--- src/rtl/core/ecc_pkg.sv ---
// ----------------------------------------------------------------------------
// ecc_pkg
// Shared types, constants and calendar helpers for the epoch calendar
// converter.
// ----------------------------------------------------------------------------
package ecc_pkg;

  typedef struct packed {
    logic        req_type;
    logic [1:0]  offset_unit;
    logic [31:0] amount;
    logic [6:0]  in_year;
    logic [3:0]  in_month;
    logic [4:0]  in_day;
    logic [4:0]  in_hour;
    logic [5:0]  in_minute;
    logic [5:0]  in_second;
  } ecc_req_t;

  typedef struct packed {
    logic [31:0] epoch_count;
    logic [6:0]  out_year;
    logic [3:0]  out_month;
    logic [4:0]  out_day;
    logic [4:0]  out_hour;
    logic [5:0]  out_minute;
    logic [5:0]  out_second;
    logic [2:0]  day_of_week;
    logic        year_out_of_range;
  } ecc_rsp_t;

  // Day count and time of day of one request, between the day split and
  // the date decoder.
  typedef struct packed {
    logic [31:0] secs;
    logic [15:0] quad_days;
    logic [16:0] day_secs;
    logic [2:0]  wday;
  } ecc_split_t;

  typedef enum logic [1:0] {
    UNIT_SECONDS = 2'd0,
    UNIT_MINUTES = 2'd1,
    UNIT_HOURS   = 2'd2
  } ecc_unit_t;

  localparam logic MODE_EPOCH = 1'b1;

  localparam logic [16:0] SECS_PER_DAY = 17'd86400;

  // First day of a month within its year, counted from zero.
  function automatic logic [8:0] month_first(input logic [3:0] idx, input logic leap);
    logic [8:0] base;
    begin
      case (idx)
        4'd0:    base = 9'd0;
        4'd1:    base = 9'd31;
        4'd2:    base = 9'd59;
        4'd3:    base = 9'd90;
        4'd4:    base = 9'd120;
        4'd5:    base = 9'd151;
        4'd6:    base = 9'd181;
        4'd7:    base = 9'd212;
        4'd8:    base = 9'd243;
        4'd9:    base = 9'd273;
        4'd10:   base = 9'd304;
        4'd11:   base = 9'd334;
        default: base = 9'd0;
      endcase
      month_first = base + {8'd0, (leap && (idx >= 4'd2) && (idx <= 4'd11))};
    end
  endfunction

endpackage

--- src/rtl/core/ecc_sec_calc.sv ---
// ----------------------------------------------------------------------------
// ecc_sec_calc
// Three stages: calendar fields to day count and time of day with the scaled
// offset, then day count to seconds, then the offset sum or the epoch input.
// ----------------------------------------------------------------------------
module ecc_sec_calc (
  input  logic            clk,
  input  logic            rst,
  input  logic            adv,
  input  logic            in_valid,
  input  ecc_pkg::ecc_req_t req,
  output logic            out_valid,
  output logic [31:0]     secs
);
  import ecc_pkg::*;

  logic [6:0]  yr;
  logic        yr_leap;
  logic [7:0]  yr_plus3;
  logic [5:0]  leaps;
  logic [3:0]  mon_idx;
  logic [15:0] days_c;
  logic        date_ok_c;
  logic [16:0] tod_c;
  logic [31:0] off_c;

  logic        v1, mode1, ok1;
  logic [31:0] amount1, off1;
  logic [15:0] days1;
  logic [16:0] tod1;

  logic        v2, mode2;
  logic [31:0] amount2, off2, base2;

  always_comb begin
    yr       = req.in_year;
    // Year 2100 is a century year and not a leap year.
    yr_leap  = (yr[1:0] == 2'd0) && (yr != 7'd100);
    yr_plus3 = {1'b0, yr} + 8'd3;
    leaps    = yr_plus3[7:2] - {5'd0, (yr > 7'd100)};
    mon_idx  = req.in_month - 4'd1;
    date_ok_c = (req.in_month != 4'd0) && (req.in_month <= 4'd12) && (req.in_day != 5'd0);
    days_c = 16'd10957 + 16'(yr) * 16'd365 + {10'd0, leaps}
           + {7'd0, month_first(mon_idx, yr_leap)} + {11'd0, req.in_day} - 16'd1;
    tod_c  = 17'(req.in_hour) * 17'd3600 + 17'(req.in_minute) * 17'd60
           + {11'd0, req.in_second};
    case (ecc_unit_t'(req.offset_unit))
      UNIT_SECONDS: off_c = req.amount;
      UNIT_MINUTES: off_c = req.amount * 32'd60;
      UNIT_HOURS:   off_c = req.amount * 32'd3600;
      default:      off_c = 32'd0;
    endcase
  end

  always_ff @(posedge clk) begin
    if (rst) begin
      v1 <= 1'b0;
      v2 <= 1'b0;
      out_valid <= 1'b0;
    end else if (adv) begin
      v1 <= in_valid;
      v2 <= v1;
      out_valid <= v2;
    end
  end

  always_ff @(posedge clk) begin
    if (adv) begin
      mode1   <= req.req_type;
      ok1     <= date_ok_c;
      amount1 <= req.amount;
      off1    <= off_c;
      days1   <= days_c;
      tod1    <= tod_c;

      mode2   <= mode1;
      amount2 <= amount1;
      off2    <= off1;
      base2   <= ok1 ? (32'(days1) * 32'(SECS_PER_DAY) + 32'(tod1)) : 32'd0;

      secs    <= (mode2 == MODE_EPOCH) ? amount2 : base2 + off2;
    end
  end

endmodule

--- src/rtl/core/ecc_day_split.sv ---
// ----------------------------------------------------------------------------
// ecc_day_split
// Three stages: seconds to whole days by reciprocal multiply, days back to
// seconds, then the second of the day, the weekday and the day count from
// 1968-01-01 used by the date decoder.
// ----------------------------------------------------------------------------
module ecc_day_split (
  input  logic              clk,
  input  logic              rst,
  input  logic              adv,
  input  logic              in_valid,
  input  logic [31:0]       secs_in,
  output logic              out_valid,
  output ecc_pkg::ecc_split_t split
);
  import ecc_pkg::*;

  // floor(x / 675) for x below 2**25; 86400 is 675 * 2**7.
  localparam logic [25:0] DAY_RECIP = 26'd50903317;
  // Day 2100-03-01; from there the count skips the missing Feb 29 of 2100.
  localparam logic [15:0] MAR_2100 = 16'd47541;
  localparam logic [15:0] DAYS_1968_1970 = 16'd731;

  logic [50:0] prod4;
  logic        v4, v5;
  logic [15:0] q4, q5;
  logic [31:0] secs4, secs5, qm5;

  function automatic logic [2:0] mod7(input logic [16:0] x);
    logic [5:0] s1;
    logic [3:0] s2;
    begin
      // 8 is 1 modulo 7, so octal digits can be summed.
      s1 = {3'd0, x[2:0]} + {3'd0, x[5:3]} + {3'd0, x[8:6]} + {3'd0, x[11:9]}
         + {3'd0, x[14:12]} + {4'd0, x[16:15]};
      s2 = {1'b0, s1[2:0]} + {1'b0, s1[5:3]};
      if (s2 >= 4'd7) begin
        s2 = s2 - 4'd7;
      end
      mod7 = s2[2:0];
    end
  endfunction

  assign prod4 = 51'(secs_in[31:7]) * 51'(DAY_RECIP);

  always_ff @(posedge clk) begin
    if (rst) begin
      v4 <= 1'b0;
      v5 <= 1'b0;
      out_valid <= 1'b0;
    end else if (adv) begin
      v4 <= in_valid;
      v5 <= v4;
      out_valid <= v5;
    end
  end

  always_ff @(posedge clk) begin
    if (adv) begin
      q4    <= prod4[50:35];
      secs4 <= secs_in;

      q5    <= q4;
      secs5 <= secs4;
      qm5   <= 32'(q4) * 32'(SECS_PER_DAY);

      split.secs      <= secs5;
      split.day_secs  <= 17'(secs5 - qm5);
      split.quad_days <= q5 + DAYS_1968_1970 + {15'd0, (q5 >= MAR_2100)};
      split.wday      <= mod7({1'b0, q5} + 17'd4) + 3'd1;
    end
  end

endmodule

--- src/rtl/core/ecc_date_dec.sv ---
// ----------------------------------------------------------------------------
// ecc_date_dec
// Four stages: leap cycle and hour by reciprocal multiply, remainders, year
// within the cycle and minute, then month, day and second into the result.
// ----------------------------------------------------------------------------
module ecc_date_dec (
  input  logic              clk,
  input  logic              rst,
  input  logic              adv,
  input  logic              in_valid,
  input  ecc_pkg::ecc_split_t split,
  output logic              out_valid,
  output ecc_pkg::ecc_rsp_t rsp
);
  import ecc_pkg::*;

  localparam logic [16:0] QUAD_RECIP = 17'd91868;   // floor(x / 1461), shift 27
  localparam logic [17:0] HOUR_RECIP = 18'd149131;  // floor(x / 3600), shift 29
  localparam logic [12:0] MIN_RECIP  = 13'd4370;    // floor(x / 60), shift 18
  localparam logic [7:0]  YEAR_FIRST = 8'd32;       // 2000 counted from 1968
  localparam logic [7:0]  YEAR_LAST  = 8'd131;      // 2099 counted from 1968

  logic [32:0] prod_c;
  logic [34:0] prod_h;
  logic        v7, v8, v9;

  logic [5:0]  c7, c8;
  logic [4:0]  h7, h8, h9;
  logic [15:0] d7;
  logic [16:0] rem7;
  logic [2:0]  wd7, wd8, wd9;
  logic [31:0] secs7, secs8, secs9;

  logic [10:0] r8;
  logic [11:0] mrem8, mrem9;

  logic [1:0]  k_c;
  logic [8:0]  doy_c;
  logic [23:0] prod_m;
  logic [8:0]  doy9;
  logic        leap9;
  logic [7:0]  yo9;
  logic [5:0]  mi9;

  logic [3:0]  mon_c;
  logic [8:0]  start_c;
  logic [8:0]  first_c;

  assign prod_c = 33'(split.quad_days) * 33'(QUAD_RECIP);
  assign prod_h = 35'(split.day_secs) * 35'(HOUR_RECIP);
  assign prod_m = 24'(mrem8) * 24'(MIN_RECIP);

  // Year within the four-year cycle that starts on a leap year.
  always_comb begin
    if (r8 < 11'd366) begin
      k_c   = 2'd0;
      doy_c = r8[8:0];
    end else if (r8 < 11'd731) begin
      k_c   = 2'd1;
      doy_c = 9'(r8 - 11'd366);
    end else if (r8 < 11'd1096) begin
      k_c   = 2'd2;
      doy_c = 9'(r8 - 11'd731);
    end else begin
      k_c   = 2'd3;
      doy_c = 9'(r8 - 11'd1096);
    end
  end

  always_comb begin
    mon_c   = 4'd0;
    start_c = 9'd0;
    for (int i = 1; i < 12; i++) begin
      first_c = month_first(4'(i), leap9);
      if (doy9 >= first_c) begin
        mon_c   = 4'(i);
        start_c = first_c;
      end
    end
  end

  always_ff @(posedge clk) begin
    if (rst) begin
      v7 <= 1'b0;
      v8 <= 1'b0;
      v9 <= 1'b0;
      out_valid <= 1'b0;
    end else if (adv) begin
      v7 <= in_valid;
      v8 <= v7;
      v9 <= v8;
      out_valid <= v9;
    end
  end

  always_ff @(posedge clk) begin
    if (adv) begin
      c7    <= prod_c[32:27];
      h7    <= prod_h[33:29];
      d7    <= split.quad_days;
      rem7  <= split.day_secs;
      wd7   <= split.wday;
      secs7 <= split.secs;

      r8    <= 11'(d7 - 16'(c7) * 16'd1461);
      mrem8 <= 12'(rem7 - 17'(h7) * 17'd3600);
      c8    <= c7;
      h8    <= h7;
      wd8   <= wd7;
      secs8 <= secs7;

      doy9  <= doy_c;
      leap9 <= (k_c == 2'd0);
      yo9   <= {c8, 2'b00} + {6'd0, k_c};
      mi9   <= prod_m[23:18];
      mrem9 <= mrem8;
      h9    <= h8;
      wd9   <= wd8;
      secs9 <= secs8;

      rsp.epoch_count <= secs9;
      if ((yo9 < YEAR_FIRST) || (yo9 > YEAR_LAST)) begin
        rsp.out_year          <= 7'd0;
        rsp.year_out_of_range <= 1'b1;
      end else begin
        rsp.out_year          <= 7'(yo9 - YEAR_FIRST);
        rsp.year_out_of_range <= 1'b0;
      end
      rsp.out_month   <= mon_c + 4'd1;
      rsp.out_day     <= 5'(doy9 - start_c + 9'd1);
      rsp.out_hour    <= h9;
      rsp.out_minute  <= mi9;
      rsp.out_second  <= 6'(mrem9 - 12'(mi9) * 12'd60);
      rsp.day_of_week <= wd9;
    end
  end

endmodule

--- src/rtl/core/epoch_calendar_converter.sv ---
// ----------------------------------------------------------------------------
// epoch_calendar_converter
// Calendar date-time plus offset, or epoch seconds, to epoch seconds with
// the calendar date-time and weekday of that count.
//
//   channel  direction  handshake           payload
//   req      in         req_valid/req_stall ecc_req_t
//   rsp      out        rsp_valid/rsp_stall ecc_rsp_t
//
// A ten-stage pipeline: three stages form the seconds count, three split it
// into days and second of the day, four decode year, month, day and time.
// One request enters per cycle while req_stall is low.
// Reset clears the valid bit of every stage. While a result waits under
// rsp_stall the whole pipeline holds and req_stall is raised.
// ----------------------------------------------------------------------------
module epoch_calendar_converter (
  input  logic              clk,
  input  logic              rst,
  input  logic              req_valid,
  output logic              req_stall,
  input  ecc_pkg::ecc_req_t req,
  output logic              rsp_valid,
  input  logic              rsp_stall,
  output ecc_pkg::ecc_rsp_t rsp
);
  import ecc_pkg::*;

  logic       adv;
  logic       secs_valid;
  logic [31:0] secs;
  logic       split_valid;
  ecc_split_t split;

  assign adv       = !rsp_valid || !rsp_stall;
  assign req_stall = !adv;

  ecc_sec_calc u_sec_calc (
    .clk       (clk),
    .rst       (rst),
    .adv       (adv),
    .in_valid  (req_valid),
    .req       (req),
    .out_valid (secs_valid),
    .secs      (secs)
  );

  ecc_day_split u_day_split (
    .clk       (clk),
    .rst       (rst),
    .adv       (adv),
    .in_valid  (secs_valid),
    .secs_in   (secs),
    .out_valid (split_valid),
    .split     (split)
  );

  ecc_date_dec u_date_dec (
    .clk       (clk),
    .rst       (rst),
    .adv       (adv),
    .in_valid  (split_valid),
    .split     (split),
    .out_valid (rsp_valid),
    .rsp       (rsp)
  );

endmodule

--- config.mk ---
export PLATFORM = sky130hd
export DESIGN_NAME = epoch_calendar_converter
export DESIGN_NICKNAME = d
export VERILOG_FILES = /design/src/rtl/core/ecc_pkg.sv /design/src/rtl/core/ecc_sec_calc.sv /design/src/rtl/core/ecc_day_split.sv /design/src/rtl/core/ecc_date_dec.sv /design/src/rtl/core/epoch_calendar_converter.sv
export SDC_FILE = /design/constraint.sdc
export NUM_CORES = 2
export LEC_CHECK = 0
export ABC_CLOCK_PERIOD_IN_PS = 29000
export BUFFER_PORTS_ARGS = -buffer_cell sky130_fd_sc_hd__buf_2
export CORE_AREA = 2 2 275 385
export CTS_BUF_LIST = sky130_fd_sc_hd__clkbuf_16
export CTS_CLUSTER_DIAMETER = 60
export DETAILED_ROUTE_END_ITERATION = 8
export DIE_AREA = 0 0 277 387
export PLACE_DENSITY = 0.87
export SLEW_MARGIN = 30
export SYNTH_ARGS = -nofsm -noshare
export SYNTH_HDL_FRONTEND = slang
export SYNTH_HIERARCHICAL = 1
export SYNTH_SLANG_ARGS = --single-unit
--- constraint.sdc ---
create_clock -name clk -period 29 [get_ports clk]
set_clock_uncertainty 0.1 [all_clocks]
set_input_delay 4.35 -clock clk [delete_from_list [all_inputs] [get_ports clk]]
set_output_delay 4.35 -clock clk [all_outputs]
set_load 0.02 [all_outputs]
-- Word-level counts from Yosys, hierarchy flattened
Memories as Yosys holds them, arrays and structs flattened.
Index checks and enable logic that the tools add are counted.
- bits in registers: 689
- memory bits (read-only): 144
- input port bits: 72
- output and inout port bits: 71
- word-level logic and storage cells: 193
- memories kept: 1
- $add $sub $neg: 46
- $mul: 14
- order comparisons: 22
- equality and inequality tests: 3
- muxes and demuxes: 33
- reductions and logical operators: 15
- memory list (name ; words ; bits a word ; read ports ; clocked after Yosys merged registers in ; write ports ; RTL line ; source):
    (no name shown) ; 16 ; 9 ; 1 ; 0 ; 0 ; ecc_pkg.sv:55 ; case (idx)
- operator list (kind ; count):
    $pmux 32 s3 ; 1
    $ge 9x9->1 ; 7
    $mux 5 ; 11
    $mul 25x26->51 const B ; 1
    $mux 4 ; 10
    $add 8x1->9 const A ; 4
    $mul 17x18->34 const B ; 1
    $add 32x17->32 ; 1
    $add 32x32->32 ; 1
    $mul 32x4->30 const B ; 1
    $mul 32x8->28 const B ; 1
    $mux 32 ; 1
    $mul 16x15->31 const B ; 1
    $add 9x1->9 const A ; 3
    $mux 9 ; 3
    $mul 16x10->25 const B ; 1
    $mul 12x12->23 const B ; 1
    $add 6x3->6 ; 3
    $ge 9x8->1 ; 2
    $add 16x3->17 const B ; 1
    $add 17x12->17 ; 1
    $add 17x6->17 ; 1
    $sub 17x17->17 ; 1
    $add 14x16->16 const A ; 1
    other kinds (58) ; 74

-- Longest topological paths before layout
- depth in word-level cells: 14
- depth in mapped cells: 32
- depth with buffers taken out: 31

-- Modules after synthesis
The synthesis kept the hierarchy.
- modules (own cells, without submodules) (module ; instances ; cells each ; area each (µm²) ; sequential area each (µm²)):
    ecc_sec_calc ; 1 ; 2066 ; 21946.0 ; 6906.6
    ecc_date_dec ; 1 ; 1723 ; 21754.6 ; 8398.1
    ecc_day_split ; 1 ; 1486 ; 17128.9 ; 5044.8
    epoch_calendar_converter ; 1 ; 2 ; 10.0 ; 0.0

-- Worst setup path before layout
OpenSTA, ideal clock, no wires.
- path type: input-to-reg
- start: input port rsp_stall
- end: register u_date_dec.c7[0], enable pin
- setup time: 4.789 ns
- arrival: 15.383 ns
- data required time: 24.111 ns
- slack: 8.728 ns
- stages: 1
- path buffers: 0
- cells stage by stage: nand2_1
- longest elaborated chain between the ends: 2
- ends and longest elaborated chain (what ; RTL line ; source):
    from (decl) ; epoch_calendar_converter.sv:23 ; input logic rsp_stall,
    $logic_not 1->1 ; epoch_calendar_converter.sv:34 ; assign adv = !rsp_valid || !rsp_stall;
    $logic_or 1x1->1 ; epoch_calendar_converter.sv:34 ;
    to (signal assigned) ; ecc_date_dec.sv:98 ; c7 <= prod_c[32:27];
    to (decl) ; ecc_date_dec.sv:27 ; logic [5:0] c7, c8;
Every way passes these cells.
A chain may end at the register's enable or synchronous reset.

-- Worst setup path after layout
- start: input port req[23] (netlist bit)
- end: register u_sec_calc.days1[15] (data pin)
- longest elaborated chain between the ends: 8
- elaborated cells between the ends (all ways): 10
- those cells by class: add/sub (5); order compare (2); reduce/logical (2); memory (1)
- ends and longest elaborated chain (what ; RTL line ; source):
    from (decl) ; epoch_calendar_converter.sv:21 ; input ecc_pkg::ecc_req_t req,
    $sub 4x1->4 (*) ; ecc_sec_calc.sv:41 ; mon_idx = req.in_month - 4'd1;
    $ge 4x2->1 ; ecc_pkg.sv:70 ; month_first = base + {8'd0, (leap && (idx >= 4'd2) && (idx <= 4'd11))};
    $logic_and 1x1->1 (2 in a row) ; ecc_pkg.sv:70 ;
    $add 9x1->9 (*) ; ecc_pkg.sv:70 ;
    $add 16x9->16 (*) ; ecc_sec_calc.sv:44 ; + {7'd0, month_first(mon_idx, yr_leap)} + {11'd0, req.in_day} - 16'd1;
    $add 16x5->16 (*) ; ecc_sec_calc.sv:44 ;
    $sub 16x1->16 (*) ; ecc_sec_calc.sv:44 ;
    net u_sec_calc.days_c[15] ; ecc_sec_calc.sv:22 ; logic [15:0] days_c;
    to (signal assigned) ; ecc_sec_calc.sv:73 ; days1 <= days_c;
    to (decl) ; ecc_sec_calc.sv:29 ; logic [15:0] days1;
The timed path passes the listed nets; every way through them passes the cells marked *.

==> results.json <==
{
  "hold_violations": 0,
  "top_regs": "u_date_dec/rsp x69, u_day_split/split x61",
  "cp_slowest_stage_delay_ns": 0.55,
  "worstSetupPathType": "primary input to flop",
  "crit_arrival_ns": 11.50,
  "hold_path_class": "flop to flop",
  "fp.dieH_um": 387,
  "cp-start-kind": "primary input",
  "drt.antenna.violating_nets": 0,
  "max_freq_ghz": 0.0893,
  "outcome": "finished, final reports clean",
  "maxCapViolations": 0,
  "yosysMostFrequentCell": "inv_1",
  "dr_total_vias": 38900,
  "async_flop_share_pct": 0,
  "yosys.area.top_type": "edfxtp_1",
  "cts_tree": "done",
  "syn_area_um2": 60800,
  "tns_ns": 0,
  "synth_edf_count": 671,
  "drv_slew": 0,
  "rows": 140,
  "cts.htree.levels": 3,
  "synth_seq_cells": 681,
  "ctsHoldBuffers": 0,
  "grt_pass1_vias": 42100,
  "io_buffers": 142,
  "timing.final.crit_share_pct": 38.6,
  "cts_buffer_depth": 3,
  "worst_pin_slew_ns": 0.925,
  "crit_fanout": 7,
  "drive_gt1_share_pct": 6.00,
  "pin_count": 143,
  "drt_wl_total_mm": 128,
  "netlist_top_cells_count": "1149 x inv_1, 1075 x ha_1, 671 x edfxtp_1",
  "synth_area_leaders": "edfxtp_1 33%, ha_1 22%, fa_1 18%, inv_1 7.1%, xnor2_1 3.0%",
  "ys_seq_area_share_pct": 33.4,
  "path_clk_slew_ns": 0.06,
  "drtIter0Drc": 1924,
  "r2r_cells": 20,
  "cts_resized": 0,
  "required_ns": 29.30,
  "rsz0062_at_grt": "false",
  "r2r-start": "u_sec_calc/secs[21]",
  "synth_ff_type": "edfxtp_1",
  "synth_cell_types": 104,
  "r2r-end": "u_day_split/q4[14]",
  "layout.nets": 7149,
  "max_slew_margin_pct": 38.4,
  "r2r_slack_ns": 21.98,
  "netlist_instances": 5277,
  "hold_path_depth": 0,
  "antenna_found_initial": 1,
  "min_period_ns": 11.20,
  "first_pass_iters": 6,
  "place.gp.congestion": 0.967,
  "hold_end": "u_date_dec/secs8[23]",
  "end_kind": "flop",
  "cts-buffers-inserted": 72,
  "setup_viol": 0,
  "synth_top_area_share_pct": 33.1,
  "die_area_um2": 107000,
  "grt_overflow": 0,
  "groute.usage.overall_pct": 24.3,
  "coreArea_um2": 104000,
  "vias_per_cell": 5.67,
  "grt_max_degree": 204,
  "regMostFlops": "u_date_dec/rsp",
  "die_w_um": 277,
  "cts_setup_buffers": 0,
  "yosysWarnings": 6,
  "crit_top_cell": "inv_1",
  "cts-root-buf": "clkbuf_16",
  "drc_errors": 0,
  "fill_cells": 7579,
  "clock-sinks": 681,
  "crit_path_top_delay_cell": "fa_1",
  "syn-num-nets": 6968,
  "place_hpwl_mm": 102,
  "min_from": "u_date_dec/secs7[23]",
  "syn_area_per_cell_um2": 11.5,
  "clkLatencyLatePin_ns": 0.66,
  "start_util_pct": 58.7,
  "largest_reg_flops": 69,
  "antenna-diode-count": 0,
  "grt_first_pass_wirelength_mm": 207,
  "routedWlPerCell_um": 18.6,
  "area_delta_synth_final_pct": 7.63
}
worst max-delay path by stage:
stage                     startpoint                    to  slack [ns]  cells after the start
after floorplan            rsp_stall      u_date_dec/c7[0]        8.73                      1
after global placement       req[22]  u_sec_calc/days1[15]       17.36                     31
after detailed placement     req[23]  u_sec_calc/days1[14]       17.21                     32
after CTS                    req[23]  u_sec_calc/days1[15]       17.89                     31
after global routing         req[23]  u_sec_calc/days1[15]       17.37                     31
final                        req[23]  u_sec_calc/days1[15]       17.80                     31
layout by cell type, fill, tap and decap left out, types with 95 or more instances in the layout:
cell         n
nand2_1    169
a21oi_1    216
xnor2_1    206
buf_2      142
o21ai_0    135
fa_1       544
ha_1      1075
edfxtp_1   671
a21o_1     121
nor2_1     147
inv_1     1156
xor2_1      95
area by class of cell:
class	count	area [µm²]	area share, %
Sequential cell	681	20300	31.1
Multi-Input combinational cell	3394	35900	54.9
Tap cell	1349	1690	2.58
Clock buffer	72	1800	2.75
Timing Repair Buffer	155	857	1.31
Clock inverter	58	510	0.780
Inverter	1154	4330	6.61
cells by family (layout without fill, tap and decap cells):
kind of cell | count (synthesis) | count (layout) | share of synthesized area, %
flops | 681 | 681 | 33.4
mux | 38 | 38 | 0.633
simple gates | 640 | 640 | 5.31
compound gates | 796 | 796 | 8.79
fa+ha+maj | 1619 | 1619 | 40.0
xor+xnor | 301 | 301 | 4.33
buf+inv | 1202 | 1439 | 7.48
per-stage QoR:
step / std cells / util [%] / cell area (µm²) / setup slack, ns / hold slack (ns)
after floorplan: 5277 / - / 60800 / 8.73 / 0.300
after global placement: 6732 / 60.9 / 63100 / 17.36 / 0.300
after detailed placement: 6732 / 60.9 / 63100 / 17.21 / 0.305
after CTS: 6862 / 63.1 / 65500 / 17.89 / 0.313
after global routing: 6863 / 63.1 / 65500 / 17.37 / 0.318
final: 6863 / 63.1 / 65500 / 17.80 / 0.316
critical path: cells and delay by family:
family	cells	cell delay, ns
buffers and inverters	8	0.86
AND/OR/NAND/NOR	2	0.27
adder cells (fa/ha/maj)	8	3.47
AO/OA/AOI/OAI	11	2.18
XOR/XNOR	2	0.36
per-layer routing:
layer | vias up | track usage, % | part of all wire [%]
li1 | 18200 | - | -
met1 | 19000 | 24.6 | 34
met2 | 1187 | 46.4 | 55
met3 | 483 | 3.29 | 4.0
met4 | 2 | 15.3 | 6.9
met5 | - | 0 | 0.014
Power is not shown: default switching activity piles up to over one toggle a cycle in this logic, so the estimate is an artifact.
